File: src/hdl/assert_macros.svh
// Assertion macros shared by the tween engine RTL.
// Needs nothing else; each file that checks itself includes this header.
`ifndef ASSERT_MACROS_SVH
`define ASSERT_MACROS_SVH

// Check that a condition implies another in the same cycle.
`define ASSERT_IMPLIES(lbl, clk, rst, ante, cons) \
  lbl: assert property (@(posedge clk) disable iff (rst) (ante) |-> (cons)) \
    else $error("assertion failed");

// Check that a condition implies another in the next cycle.
`define ASSERT_NEXT(lbl, clk, rst, ante, cons) \
  lbl: assert property (@(posedge clk) disable iff (rst) (ante) |=> (cons)) \
    else $error("assertion failed");

`endif

File: src/hdl/ets_pkg.sv
// Shared types and constants of the tween slot engine.
// Used by ets_ctrl, ets_dpath and easing_tween_slot_engine.
package ets_pkg;

  localparam int SLOTS   = 16;
  localparam int SLOT_W  = 4;
  localparam int VALUE_W = 32;
  localparam int TIME_W  = 26;
  localparam int EL_W    = 27;
  localparam int CURVE_W = 4;
  localparam int SF_W    = 16;
  localparam int EPS_W   = 16;

  localparam logic [16:0]     P_ONE     = 17'h10000;
  localparam logic [EL_W-1:0] EL_MAX    = 27'h7FFFFFF;
  localparam logic [EPS_W-1:0] EPS_RESET = 16'd7;

  // Opcodes
  typedef logic [2:0] opcode_t;
  localparam opcode_t OP_TICK   = 3'd0;
  localparam opcode_t OP_START  = 3'd1;
  localparam opcode_t OP_CANCEL = 3'd2;
  localparam opcode_t OP_QUERY  = 3'd3;
  localparam opcode_t OP_SET    = 3'd4;
  localparam opcode_t OP_CLEAR  = 3'd5;

  // Curve codes
  typedef logic [CURVE_W-1:0] curve_t;
  localparam curve_t CRV_LINEAR     = 4'd0;
  localparam curve_t CRV_SMOOTH_END = 4'd1;
  localparam curve_t CRV_QUAD_INOUT = 4'd2;
  localparam curve_t CRV_QUAD_IN    = 4'd3;
  localparam curve_t CRV_QUAD_OUT   = 4'd4;
  localparam curve_t CRV_CUBIC_IN   = 4'd5;
  localparam curve_t CRV_CUBIC_OUT  = 4'd6;
  localparam curve_t CRV_QUART_IN   = 4'd7;
  localparam curve_t CRV_QUART_OUT  = 4'd8;

  // Datapath commands, one per cycle
  typedef enum logic [5:0] {
    C_NOP, C_LATCH, C_EXEC, C_REPORT, C_EMPTY, C_NEXT,
    C_DLY, C_EPS, C_DIVI, C_DIV, C_LIN, C_EINIT,
    C_PM1, C_PS1, C_PM2, C_PS2, C_EFIN,
    C_SINIT, C_SMA, C_SSA, C_SMQ, C_SSQ,
    C_QI, C_QS, C_QW, C_FM, C_FS, C_KDEC, C_SFIN,
    C_LMUL, C_LST, C_EMIT
  } dp_cmd_t;

  // Controller states
  typedef enum logic [4:0] {
    ST_IDLE, ST_EXEC, ST_REPORT, ST_TSTART, ST_CHK, ST_DLY, ST_EPS,
    ST_DIVI, ST_DIV, ST_ESEL, ST_EINIT, ST_PM1, ST_PS1, ST_PM2, ST_PS2,
    ST_EFIN, ST_SINIT, ST_SMA, ST_SSA, ST_SMQ, ST_SSQ, ST_QI, ST_QS,
    ST_QW, ST_FM, ST_FS, ST_FNEXT, ST_SFIN, ST_LMUL, ST_LST, ST_EMIT
  } state_t;

  // Datapath status toward the controller
  typedef struct packed {
    logic any_act;
    logic slot_act;
    logic started;
    logic dly_done;
    logic eps_done;
    logic div_last;
    logic ease_lin;
    logic ease_smooth;
    logic ease_two;
    logic int_bit;
    logic int_last;
    logic isq_last;
    logic frac_bit;
    logic k_zero;
    logic slot_last;
  } dp_status_t;

  // Integer part of a Q16.16 value, truncated toward zero
  function automatic logic [16:0] trunc_int(input logic [31:0] v);
    logic [32:0] mag;
    logic [16:0] q;
    mag = v[31] ? (33'd0 - {1'b1, v}) : {1'b0, v};
    q   = mag[32:16];
    return v[31] ? (17'd0 - q) : q;
  endfunction

endpackage

File: src/hdl/ets_ctrl.sv
// Sequencer of the tween slot engine: walks items, slots and easing steps.
// Depends on ets_pkg and assert_macros.svh; drives ets_dpath by commands.
`include "assert_macros.svh"

module ets_ctrl (
  input  logic                 clk,
  input  logic                 rst,
  input  logic                 start,
  input  ets_pkg::opcode_t     opcode,
  input  ets_pkg::dp_status_t  st,
  output ets_pkg::dp_cmd_t     cmd,
  output logic                 busy
);

  ets_pkg::state_t state, state_next;

  // Hold state
  always_ff @(posedge clk) begin
    if (rst) begin
      state <= ets_pkg::ST_IDLE;
    end else begin
      state <= state_next;
    end
  end

  assign busy = (state != ets_pkg::ST_IDLE);

  // Choose next state and command
  always_comb begin
    state_next = state;
    cmd        = ets_pkg::C_NOP;
    case (state)
      ets_pkg::ST_IDLE: begin
        if (start) begin
          cmd = ets_pkg::C_LATCH;
          state_next = (opcode == ets_pkg::OP_TICK) ? ets_pkg::ST_TSTART : ets_pkg::ST_EXEC;
        end
      end
      ets_pkg::ST_EXEC: begin
        cmd = ets_pkg::C_EXEC;
        state_next = ets_pkg::ST_REPORT;
      end
      ets_pkg::ST_REPORT: begin
        cmd = ets_pkg::C_REPORT;
        state_next = ets_pkg::ST_IDLE;
      end
      ets_pkg::ST_TSTART: begin
        if (!st.any_act) begin
          cmd = ets_pkg::C_EMPTY;
          state_next = ets_pkg::ST_IDLE;
        end else begin
          state_next = ets_pkg::ST_CHK;
        end
      end
      ets_pkg::ST_CHK: begin
        if (st.slot_act) begin
          state_next = ets_pkg::ST_DLY;
        end else begin
          cmd = ets_pkg::C_NEXT;
        end
      end
      ets_pkg::ST_DLY: begin
        cmd = ets_pkg::C_DLY;
        state_next = (!st.started && !st.dly_done) ? ets_pkg::ST_EMIT : ets_pkg::ST_EPS;
      end
      ets_pkg::ST_EPS: begin
        cmd = ets_pkg::C_EPS;
        state_next = st.eps_done ? ets_pkg::ST_EMIT : ets_pkg::ST_DIVI;
      end
      ets_pkg::ST_DIVI: begin
        cmd = ets_pkg::C_DIVI;
        state_next = ets_pkg::ST_DIV;
      end
      ets_pkg::ST_DIV: begin
        cmd = ets_pkg::C_DIV;
        if (st.div_last) state_next = ets_pkg::ST_ESEL;
      end
      ets_pkg::ST_ESEL: begin
        if (st.ease_lin) begin
          cmd = ets_pkg::C_LIN;
          state_next = ets_pkg::ST_LMUL;
        end else if (st.ease_smooth) begin
          state_next = ets_pkg::ST_SINIT;
        end else begin
          state_next = ets_pkg::ST_EINIT;
        end
      end
      ets_pkg::ST_EINIT: begin
        cmd = ets_pkg::C_EINIT;
        state_next = ets_pkg::ST_PM1;
      end
      ets_pkg::ST_PM1: begin
        cmd = ets_pkg::C_PM1;
        state_next = ets_pkg::ST_PS1;
      end
      ets_pkg::ST_PS1: begin
        cmd = ets_pkg::C_PS1;
        state_next = st.ease_two ? ets_pkg::ST_PM2 : ets_pkg::ST_EFIN;
      end
      ets_pkg::ST_PM2: begin
        cmd = ets_pkg::C_PM2;
        state_next = ets_pkg::ST_PS2;
      end
      ets_pkg::ST_PS2: begin
        cmd = ets_pkg::C_PS2;
        state_next = ets_pkg::ST_EFIN;
      end
      ets_pkg::ST_EFIN: begin
        cmd = ets_pkg::C_EFIN;
        state_next = ets_pkg::ST_LMUL;
      end
      ets_pkg::ST_SINIT: begin
        cmd = ets_pkg::C_SINIT;
        state_next = ets_pkg::ST_SMA;
      end
      ets_pkg::ST_SMA: begin
        if (st.int_bit) begin
          cmd = ets_pkg::C_SMA;
          state_next = ets_pkg::ST_SSA;
        end else begin
          state_next = ets_pkg::ST_SMQ;
        end
      end
      ets_pkg::ST_SSA: begin
        cmd = ets_pkg::C_SSA;
        state_next = ets_pkg::ST_SMQ;
      end
      ets_pkg::ST_SMQ: begin
        cmd = ets_pkg::C_SMQ;
        state_next = ets_pkg::ST_SSQ;
      end
      ets_pkg::ST_SSQ: begin
        cmd = ets_pkg::C_SSQ;
        state_next = st.int_last ? ets_pkg::ST_QI : ets_pkg::ST_SMA;
      end
      ets_pkg::ST_QI: begin
        cmd = ets_pkg::C_QI;
        state_next = ets_pkg::ST_QS;
      end
      ets_pkg::ST_QS: begin
        cmd = ets_pkg::C_QS;
        if (st.isq_last) state_next = ets_pkg::ST_QW;
      end
      ets_pkg::ST_QW: begin
        cmd = ets_pkg::C_QW;
        state_next = ets_pkg::ST_FNEXT;
        if (st.frac_bit) state_next = ets_pkg::ST_FM;
      end
      ets_pkg::ST_FM: begin
        cmd = ets_pkg::C_FM;
        state_next = ets_pkg::ST_FS;
      end
      ets_pkg::ST_FS: begin
        cmd = ets_pkg::C_FS;
        state_next = ets_pkg::ST_FNEXT;
      end
      ets_pkg::ST_FNEXT: begin
        if (st.k_zero) begin
          state_next = ets_pkg::ST_SFIN;
        end else begin
          cmd = ets_pkg::C_KDEC;
          state_next = ets_pkg::ST_QI;
        end
      end
      ets_pkg::ST_SFIN: begin
        cmd = ets_pkg::C_SFIN;
        state_next = ets_pkg::ST_LMUL;
      end
      ets_pkg::ST_LMUL: begin
        cmd = ets_pkg::C_LMUL;
        state_next = ets_pkg::ST_LST;
      end
      ets_pkg::ST_LST: begin
        cmd = ets_pkg::C_LST;
        state_next = ets_pkg::ST_EMIT;
      end
      ets_pkg::ST_EMIT: begin
        cmd = ets_pkg::C_EMIT;
        state_next = st.slot_last ? ets_pkg::ST_IDLE : ets_pkg::ST_CHK;
      end
      default: begin
        state_next = ets_pkg::ST_IDLE;
      end
    endcase
  end

  // An empty tick report only when no slot holds an animation
  `ASSERT_IMPLIES(a_empty_none, clk, rst, cmd == ets_pkg::C_EMPTY, !st.any_act)

endmodule

File: config.mk
export PLATFORM = sky130hd
export DESIGN_NAME = ets_ctrl
export DESIGN_NICKNAME = d
export VERILOG_FILES = /design/src/hdl/ets_pkg.sv /design/src/hdl/ets_ctrl.sv
export VERILOG_INCLUDE_DIRS = /design/src /design/src/hdl
export SDC_FILE = /design/constraint.sdc
export NUM_CORES = 1
export LEC_CHECK = 0
export BUFFER_PORTS_ARGS = -buffer_cell sky130_fd_sc_hd__buf_2
export CAP_MARGIN = 20
export CORE_MARGIN = 2
export CORE_UTILIZATION = 53
export DETAILED_ROUTE_END_ITERATION = 6
export PLACE_DENSITY = 0.91
export SYNTH_ARGS = -nofsm -noshare
export SYNTH_HDL_FRONTEND = slang
export SYNTH_SLANG_ARGS = --single-unit
File: constraint.sdc
create_clock -name clk -period 2.7 [get_ports clk]
set_input_delay 0.54 -clock clk [delete_from_list [all_inputs] [get_ports clk]]
set_output_delay 0.54 -clock clk [all_outputs]
set_load 0.05 [all_outputs]
==> impl_results.md, run 1 <==
- Pleak: 0.3884 nW
- Most common cell after layout, fill and taps aside: buf_2
- Hold Violations, Final: 0
- DRC: 0
- HPWL after DPL: 1.847 mm
- PwrDens: 384.0 nW/um2
- Leading registers by flop count: state: 5 flops
- Hold Path Stages: 2
- Synth area leaders: dfxtp_1, a21oi_1, o21ai_0, nor2_1, nand2_1
- Async SR Flop Fraction: 0
- Max-slew violation count: 0
- Reg clk slew, reported paths: 0.04 ns
- CTS Root Cell: clkbuf_4
- RSZ-0062 raised after global routing: no
- Post-DRT Antenna Nets: 0
- Via count: 1108
- Peak supply drop: 0.0003435 V
- Register-to-register setup slack: 0.65 ns
- Row cnt: 14
- Mapped Avg Cell Area: 6.160 um2
- Routability cong.: 0.9440
- Yosys reg bits: 5
- ANT cells: 0
- Clock sinks: 5
- Most frequent cells in the layout: buf_2, a21oi_1, o21ai_0, nor2_1, nand2_1
- Core Util, Final: 0.6713
- Max FO, Critical Path: 16
- Post-synth EDFFs: 0
- H-tree levels: 1
- First-pass GRT wire length: 4.126 mm
- Final WL: 2.540 mm
- RR Endpoint: state[0]
- Clk buf depth: 2
- Post-synth cell types: 40
- Critical path class: flop to primary output
- CP Data Arrival Time: 2.02 ns
- CTS tree: done
- Mapped Area: 800.8 um2
- Max-cap violations: 0
- Setup TNS Final: 0 ns
- Kind of end point of the critical path: primary output
- Largest Register: state
- Total die area: 1838 um2
- Clk Latency, worst-skew pair: 0.25 ns
- Post-synth top area cell: dfxtp_1
- Starting Density: 0.5508
- Minimum clock period: 2.557 ns
- P&R area growth vs syn: 21.88%
- Syn nets: 151
- Total congestion overflow: 0
- Initial antenna violation count: 0
- Seq/Total Area, Yosys: 0.1250
- DIE HEIGHT: 42.87 um
- DR iter-0 viols: 50
- Drt first pass iters: 4
- Outcome: completed
- Synth Instances: 130
- Share of cells above drive strength 1: 0.2922
- Synth warn: 0
- Critical Path Start Type: flop
- Tot GR Track Use: 0.2908
- Skew final: 0.003136 ns
- R2R cell count: 6
- Commonest register cell after synthesis: dfxtp_1
- Port Buffers: 26
- Max Clock Freq: 0.3912 GHz
- Fin nets: 176
- Number of flip-flops in the largest register: 5
- Hold EP: state[3]
- Vias per std cell: 6.518
- Period utilization: 0.9469
- Die X: 42.87 um
- Top cell type's share of synthesized area: 0.1250
- CP required: 2.16 ns
- Vias in the first global route: 970
- Hold Crit Start: rst
- IO Pins: 28
- Largest net degree at the start of global routing: 17
- TritonCTS Buffers: 3
- Endpoints failing setup: 0
- Wire per inst: 14.94 um
- Core region area: 1454 um2
- Slew headroom: 0.6126
- Post-CTS setup buffer count: 0
- Slew @ Worst Pin: 0.5803 ns
- Worst Hold Class: input pin to flop
- Worst R2R Start: state[4]
## metal layers
layer	wire length, um	GRT usage	vias up
li1	-	-	532
met1	1053	0.3795	499
met2	1173	0.4606	69
met3	238	0.08085	8
met4	74	0.08750	0
met5	0	0	-
## cells in the mapped netlist (3+ instances only)
| cell type | instances |
|---|---|
| nand2_1 | 10 |
| o22ai_1 | 4 |
| nor2b_1 | 4 |
| inv_1 | 4 |
| a31oi_1 | 3 |
| o21ai_0 | 15 |
| nor3_1 | 4 |
| nand3_1 | 3 |
| dfxtp_1 | 5 |
| nor2_1 | 12 |
| clkbuf_1 | 8 |
| nand2b_1 | 5 |
| o211ai_1 | 4 |
| a21oi_1 | 17 |
## critical path, cell delays in order, from the launching register on
cell	delay, ns
dfxtp_1	0.68
clkinv_1	0.19
buf_4	0.21
o211ai_1	0.18
o21ai_0	0.11
o211ai_1	0.10
buf_2	0.29
## kinds of logic (layout without fill, tap and decap cells)
logic type | Yosys count | after routing | synth area share
AND/OR/NAND/NOR | 50 | 50 | 0.3297
flip-flops | 5 | 5 | 0.1250
AO/OA/AOI/OAI | 57 | 57 | 0.4469
buffers and inverters | 17 | 41 | 0.09375
other | 1 | 1 | 0.004683
## layout make-up
cell class	count	area, um2
multi-input combinational	108	631.9
fill	131	478.0
timing repair buffer	31	167.7
sequential	5	103.9
clock buffer	4	26.28
inverter	6	26.28
tap	16	20.02
## worst max-delay path by stage
stage,to,start
final,cmd[1],state[4]
after global routing,cmd[1],state[4]
after CTS,cmd[1],state[0]
after detailed placement,cmd[1],state[0]
after global placement,cmd[3],state[2]
after floorplan,cmd[0],state[3]
## report_power, final
group	total [W]	internal [W]	leakage [nW]	switching, W
clock	0.0000905	0.0000561	0.0150	0.0000344
combinational	0.000188	0.0000674	0.331	0.000121
sequential	0.0000961	0.0000796	0.0420	0.0000165
## timing repair
action	4_1_cts	5_1_grt
hold buffers	0	0
gates resized for setup	0	7
setup endpoints to repair	0	4
## per-stage QoR
stage | setup slack, ns | cells | instance area, um2 | hold WS, ns | power (W)
floorplan | 0.1263 | 130 | 800.8 | 0.6029 | 0.0002269
global placement | 0.3946 | 166 | 935.9 | 0.7354 | 0.0002733
detailed placement | 0.2930 | 166 | 935.9 | 0.7364 | 0.0002780
CTS | 0.007533 | 170 | 962.2 | 0.4788 | 0.0003696
global route | 0.01360 | 170 | 975.9 | 0.4777 | 0.0003987
finish | 0.1434 | 170 | 975.9 | 0.4794 | 0.0003748
No activity file was read; power rests on OpenSTA's default activity.
==> inputs of run 2 (changes only) <==
Settings changed: ABC_AREA set to 1, CORE_UTILIZATION 53 to 54, PLACE_DENSITY 0.91 to 0.92.
==> run 2 against run 1 <==
Sequential share of layout area down 0.83 points. Final cell count grew 28%. Clock skew decreased by 0.0022 ns. Fmax increased by 1.2%. Critical path depth grew 2. Flip-flop and latch count did not move. Via count up 19%. Synthesized cell count grew 32%. Register-to-register slack better by 0.30 ns. Worst setup slack better by 0.029 ns. Cell area increased by 5.9%. Core utilization increased by 2.3 points. Highest routed layer unchanged. Largest power group unchanged.
==> impl_results.md, run 2 <==
- Share of cells above drive strength 1: 0.1940
- Critical Path Start Type: flop
- Period utilization: 0.9360
- Port Buffers: 26
- Worst Hold Class: input pin to flop
- Most frequent cells after synthesis: nand2_1, nor2_1, nand3_1
- Skew final: 0.0009785 ns
- Largest delay share family, worst path: simple AND/OR/NAND/NOR gates
- Critical path class: flop to primary output
- Outcome: completed
- Total congestion overflow: 0
- Register-to-register setup slack: 0.95 ns
- Synth area leaders: nand2_1, nor2_1, nand3_1, dfxtp_1, inv_1
- Number of flip-flops in the largest register: 5
- Max-cap violations: 0
- H-tree levels: 1
- Fin nets: 223
- Tot GR Track Use: 0.3237
- Final Power: 0.0003303 W
- Peak supply drop: 0.0002330 V
- Syn nets: 192
- Largest net degree at the start of global routing: 16
- Top cell type's share of synthesized area: 0.2080
- Setup TNS Final: 0 ns
- Critical path origin: state[3]
- Hold-fix buffers, CTS: 0
- HPWL after DPL: 2.324 mm
- Slowest cell on crit path: dfxtp_1
- Most instantiated library cell after synthesis: nand2_1
- Final worst slack: 0.1728 ns
- Drt first pass iters: 7
- Post-synth cell types: 21
- Seq/Total Area, Yosys: 0.1180
- Mapped Avg Cell Area: 4.961 um2
- Core region area: 1489 um2
- DRC: 0
- Clk buf depth: 2
- Kind of end point of the critical path: primary output
- Via count: 1314
- Commonest register cell after synthesis: dfxtp_1
- PwrDens: 319.6 nW/um2
- DIE HEIGHT: 43.64 um
- Reg clk slew, reported paths: 0.04 ns
- Pleak: 0.6372 nW
- Post-synth EDFFs: 0
- Yosys reg bits: 5
- Hold Violations, Final: 0
- R2R cell count: 7
- Endpoints failing setup: 0
- Largest Register: state
- Placed Area: 1002 um2
- Async SR Flop Fraction: 0
- Cell chain of the critical path: inv_1 -> nand3_1 -> inv_1 -> nand2_1 -> nand2_1 -> nor3_1 -> nand4_1 -> buf_2
- RR Endpoint: state[3]
- Most frequent cells in the layout: nand2_1, nor2_1, buf_2, nand3_1, inv_1
- Vias per std cell: 6.055
- Crit path to: cmd[4]
- First-pass GRT wire length: 4.747 mm
- Crit path depth: 8
- DR iter-0 viols: 113
- Initial antenna violation count: 0
- TritonCTS Buffers: 3
- Hold slack: 0.5210 ns
- Minimum clock period: 2.527 ns
- Clock sinks: 5
- Critical Path Max Stage Delay: 0.48 ns
- CTS tree: done
- Clk Latency, worst-skew pair: 0.23 ns
- Synth Instances: 171
- RSZ-0062 raised after global routing: no
- Most common cell after layout, fill and taps aside: nand2_1
- CP required: 2.16 ns
- Starting Density: 0.5697
- # fillers: 148
- Post-synth top area cell: nand2_1
- IO Pins: 28
- Max-slew violation count: 0
- Post-DRT Antenna Nets: 0
- Row cnt: 14
- Final WL: 2.879 mm
- Max Clock Freq: 0.3957 GHz
- CP Data Arrival Time: 1.99 ns
- Mapped Area: 848.3 um2
- Die X: 43.64 um
- Leading registers by flop count: state: 5 flops
- Vias in the first global route: 1121
- P&R area growth vs syn: 21.83%
- Worst R2R Start: state[4]
- CP bufs+invs: 3
- Total die area: 1904 um2
- Post-CTS setup buffer count: 0
- Fin area: 1033 um2
- CTS Root Cell: clkbuf_4
- Synth warn: 0
- Pre-CTS setup slack: 0.2051 ns
- Routability cong.: 0.9862
- ANT cells: 0
- Wire per inst: 13.27 um
- Max FO, Critical Path: 7
[run 2: cell types whose count changed after synthesis, moves of 7 or more]
cell and change:
a21oi_1 -11, nor2_1 +20, nand4_1 +8, nand3_1 +20, clkbuf_1 -7, nand2_1 +37, inv_1 +16
[run 2: cells by family after synthesis]
kind of cell	Yosys count	synth area share
buffers and inverters	24	0.1150
AO/OA/AOI/OAI	18	0.1136
flip-flops	5	0.1180
other	1	0.004421
AND/OR/NAND/NOR	123	0.6490
[run 2: stage by stage]
| step | util | cells |
|---|---|---|
| after floorplan | - | 171 |
| after global placement | 0.6731 | 213 |
| after detailed placement | 0.6731 | 213 |
| after CTS | 0.6916 | 217 |
| after global routing | 0.6941 | 217 |
| final | 0.6941 | 217 |
[run 2: report_power, final]
group          internal (W)   total, W  leakage [nW]  switching, W
logic             0.0000498   0.000164         0.581      0.000114
clock network     0.0000555  0.0000808        0.0150     0.0000253
registers         0.0000788  0.0000855        0.0412    0.00000677
total              0.000184   0.000330         0.637      0.000146
[run 2: layout make-up]
cell class | count | area, um2 | area share
Inverter | 21 | 80.08 | 0.07748
Sequential cell | 5 | 101.3 | 0.09806
Clock buffer | 4 | 26.28 | 0.02542
Tap cell | 16 | 20.02 | 0.01937
Multi-Input combinational cell | 142 | 653.1 | 0.6320
Timing Repair Buffer | 29 | 152.6 | 0.1477
[run 2: layer usage]
layer	up-vias	wire, um	GRT usage
li1	623	-	-
met3	12	406	0.02917
met5	-	0	0
met2	120	1360	0.5235
met4	0	59	0.1273
met1	559	1053	0.4416
[run 2: how the worst min path moves through the flow]
stage | depth (start not counted) | slack, ns | from | end
2_1_floorplan | 1 | 0.61 | rst | state[1]
3_3_place_gp | 2 | 0.75 | rst | state[4]
3_5_place_dp | 2 | 0.76 | rst | state[4]
4_1_cts | 2 | 0.52 | rst | state[4]
5_1_grt | 2 | 0.53 | rst | state[4]
6_report | 2 | 0.52 | rst | state[4]
[run 2: repair_timing]
item	4_1_cts	5_1_grt
pin swaps	0	0
setup endpoints to repair	4	4
cloned	0	0
gates resized for setup	1	3
==> inputs of run 3 (changes only) <==
Settings changed: CORE_UTILIZATION 54 to 40, PLACE_DENSITY 0.92 to 0.73.
==> run 3 against run 2 <==
Combinational power hardly changed. Fmax is 0.58% higher. Total power is 1.4% higher. Via count is 0.30% higher. Sequential share of layout area is 0.34 points lower. Flip-flop and latch count stayed put. Global-route usage is 6.8 points lower. Critical path depth stayed put. Hold slack better by 0.011 ns. Final cell count is 6.0% higher. Count of clock-buffer cells in the layout stayed put. Core utilization is 16 points lower. Critical path type unchanged. Largest cell class unchanged.
==> impl_results.md, run 3 (synthesis gave the netlist of run 2 again) <==
- Clk buf depth: 2
- Clk Latency, worst-skew pair: 0.24 ns
- Critical Path Start Type: flop
- ANT cells: 0
- Wire per inst: 12.80 um
- Skew final: 0.001866 ns
- Total congestion overflow: 0
- CP Data Arrival Time: 1.97 ns
- Max-slew violation count: 0
- Largest Register: state
- Outcome: completed
- Drt first pass iters: 6
- DIE HEIGHT: 50.05 um
- DR iter-0 viols: 127
- Most common cell after layout, fill and taps aside: nand2_1
- Leading registers by flop count: state: 5 flops
- CTS tree: done
- Sequential share of power: 0.259
- Reg clk slew, reported paths: 0.04 ns
- Via count: 1318
- DRC: 0
- Endpoints failing setup: 0
- Peak supply drop: 0.0002316 V
- HPWL after DPL: 2.414 mm
- Int Pwr: 0.0001842 W
- Starting Density: 0.4280
- Number of flip-flops in the largest register: 5
- Max-cap violations: 0
- RSZ-0062 raised after global routing: no
- First-pass GRT wire length: 5.002 mm
- CP required: 2.16 ns
- Post-CTS setup buffer count: 0
- Sw Ratio: 0.4503
- Row cnt: 16
- Period utilization: 0.9306
- Share of cells above drive strength 1: 0.1872
- Hold-fix buffers, CTS: 0
- Clock sinks: 5
- Tot GR Track Use: 0.2560
- Worst Hold Class: input pin to flop
- Vias in the first global route: 1175
- Largest net degree at the start of global routing: 10
- P&R area growth vs syn: 24.63%
- Max FO, Critical Path: 7
- Hold slack: 0.5315 ns
- Fin nets: 225
- Combinational cell fraction of total power: 0.488
- Initial antenna violation count: 0
- Setup TNS Final: 0 ns
- Sw Pwr: 0.0001508 W
- Routability cong.: 0.9978
- Max Clock Freq: 0.3980 GHz
- Minimum clock period: 2.513 ns
- TritonCTS Buffers: 3
- Post_cts resized: 0
- PwrDens: 316.8 nW/um2
- Kind of end point of the critical path: primary output
- Pleak: 0.6449 nW
- Critical path class: flop to primary output
- Total die area: 2505 um2
- Core region area: 1982 um2
- Register-to-register setup slack: 0.94 ns
- H-tree levels: 1
- CTS Root Cell: clkbuf_4
- Most frequent cells in the layout: nand2_1, nor2_1, buf_2, nand3_1, inv_1
- Final WL: 2.944 mm
- Port Buffers: 26
- IO Pins: 28
- Clock network power share: 0.253
- Hold Violations, Final: 0
- Die X: 50.05 um
- Post-DRT Antenna Nets: 0
- Vias per std cell: 5.730
run 3: cell types whose count changed in the layout (fill, tap and decap cells not counted), sizes merged:
| cell | change |
|---|---|
| buf | +2 |
run 3: metal layers:
metal / up-vias / part of all wire / GRT usage
li1: 628 / - / -
met1: 561 / 0.38 / 0.3278
met2: 109 / 0.45 / 0.3947
met3: 20 / 0.12 / 0.03030
met4: 0 / 0.054 / 0.1759
met5: - / 0 / 0
run 3: power groups by stage:
stage | clock, W | sequential [W] | combinational (W)
global route | 0.0000987 | 0.0000867 | 0.000177
global placement | 0 | 0.0000876 | 0.000160
detailed placement | 0 | 0.0000874 | 0.000160
finish | 0.0000846 | 0.0000868 | 0.000164
floorplan | 0 | 0.0000847 | 0.000112
CTS | 0.0000886 | 0.0000861 | 0.000160
run 3: per-stage QoR:
step / setup slack, ns / cell area, um2 / utilization / instances / total power, W
after floorplan: 0.5620 / 848.3 / - / 171 / 0.0001968
after global placement: 0.4263 / 1031 / 0.5202 / 226 / 0.0002479
after detailed placement: 0.4972 / 1031 / 0.5202 / 226 / 0.0002472
after CTS: 0.2193 / 1057 / 0.5335 / 230 / 0.0003349
after global routing: 0.01495 / 1057 / 0.5335 / 230 / 0.0003624
final: 0.1874 / 1057 / 0.5335 / 230 / 0.0003350
run 3: worst paths after layout:
check / start / endpoint / cells after the start
worst max-delay path: state[3] / cmd[4] / 8
worst min-delay path: rst / state[0] / 2
worst max register to register: state[4] / state[3] / 7
worst min register to register: state[4] / state[4] / 3
run 3: final cells by class:
cell class / instances / area [um2]
timing repair buffer: 31 / 167.7
multi-input combinational: 142 / 650.6
tap: 27 / 33.78
clock buffer: 4 / 26.28
fill: 204 / 924.6
inverter: 21 / 78.83
sequential: 5 / 100.1
run 3: critical path: stages (launching register included):
cell     delay (ns)
dfxtp_1        0.49
inv_1          0.13
nand3_1        0.17
inv_1          0.10
nand2_1        0.10
nand2_1        0.12
nor3_1         0.28
nand4_1        0.11
buf_2          0.23
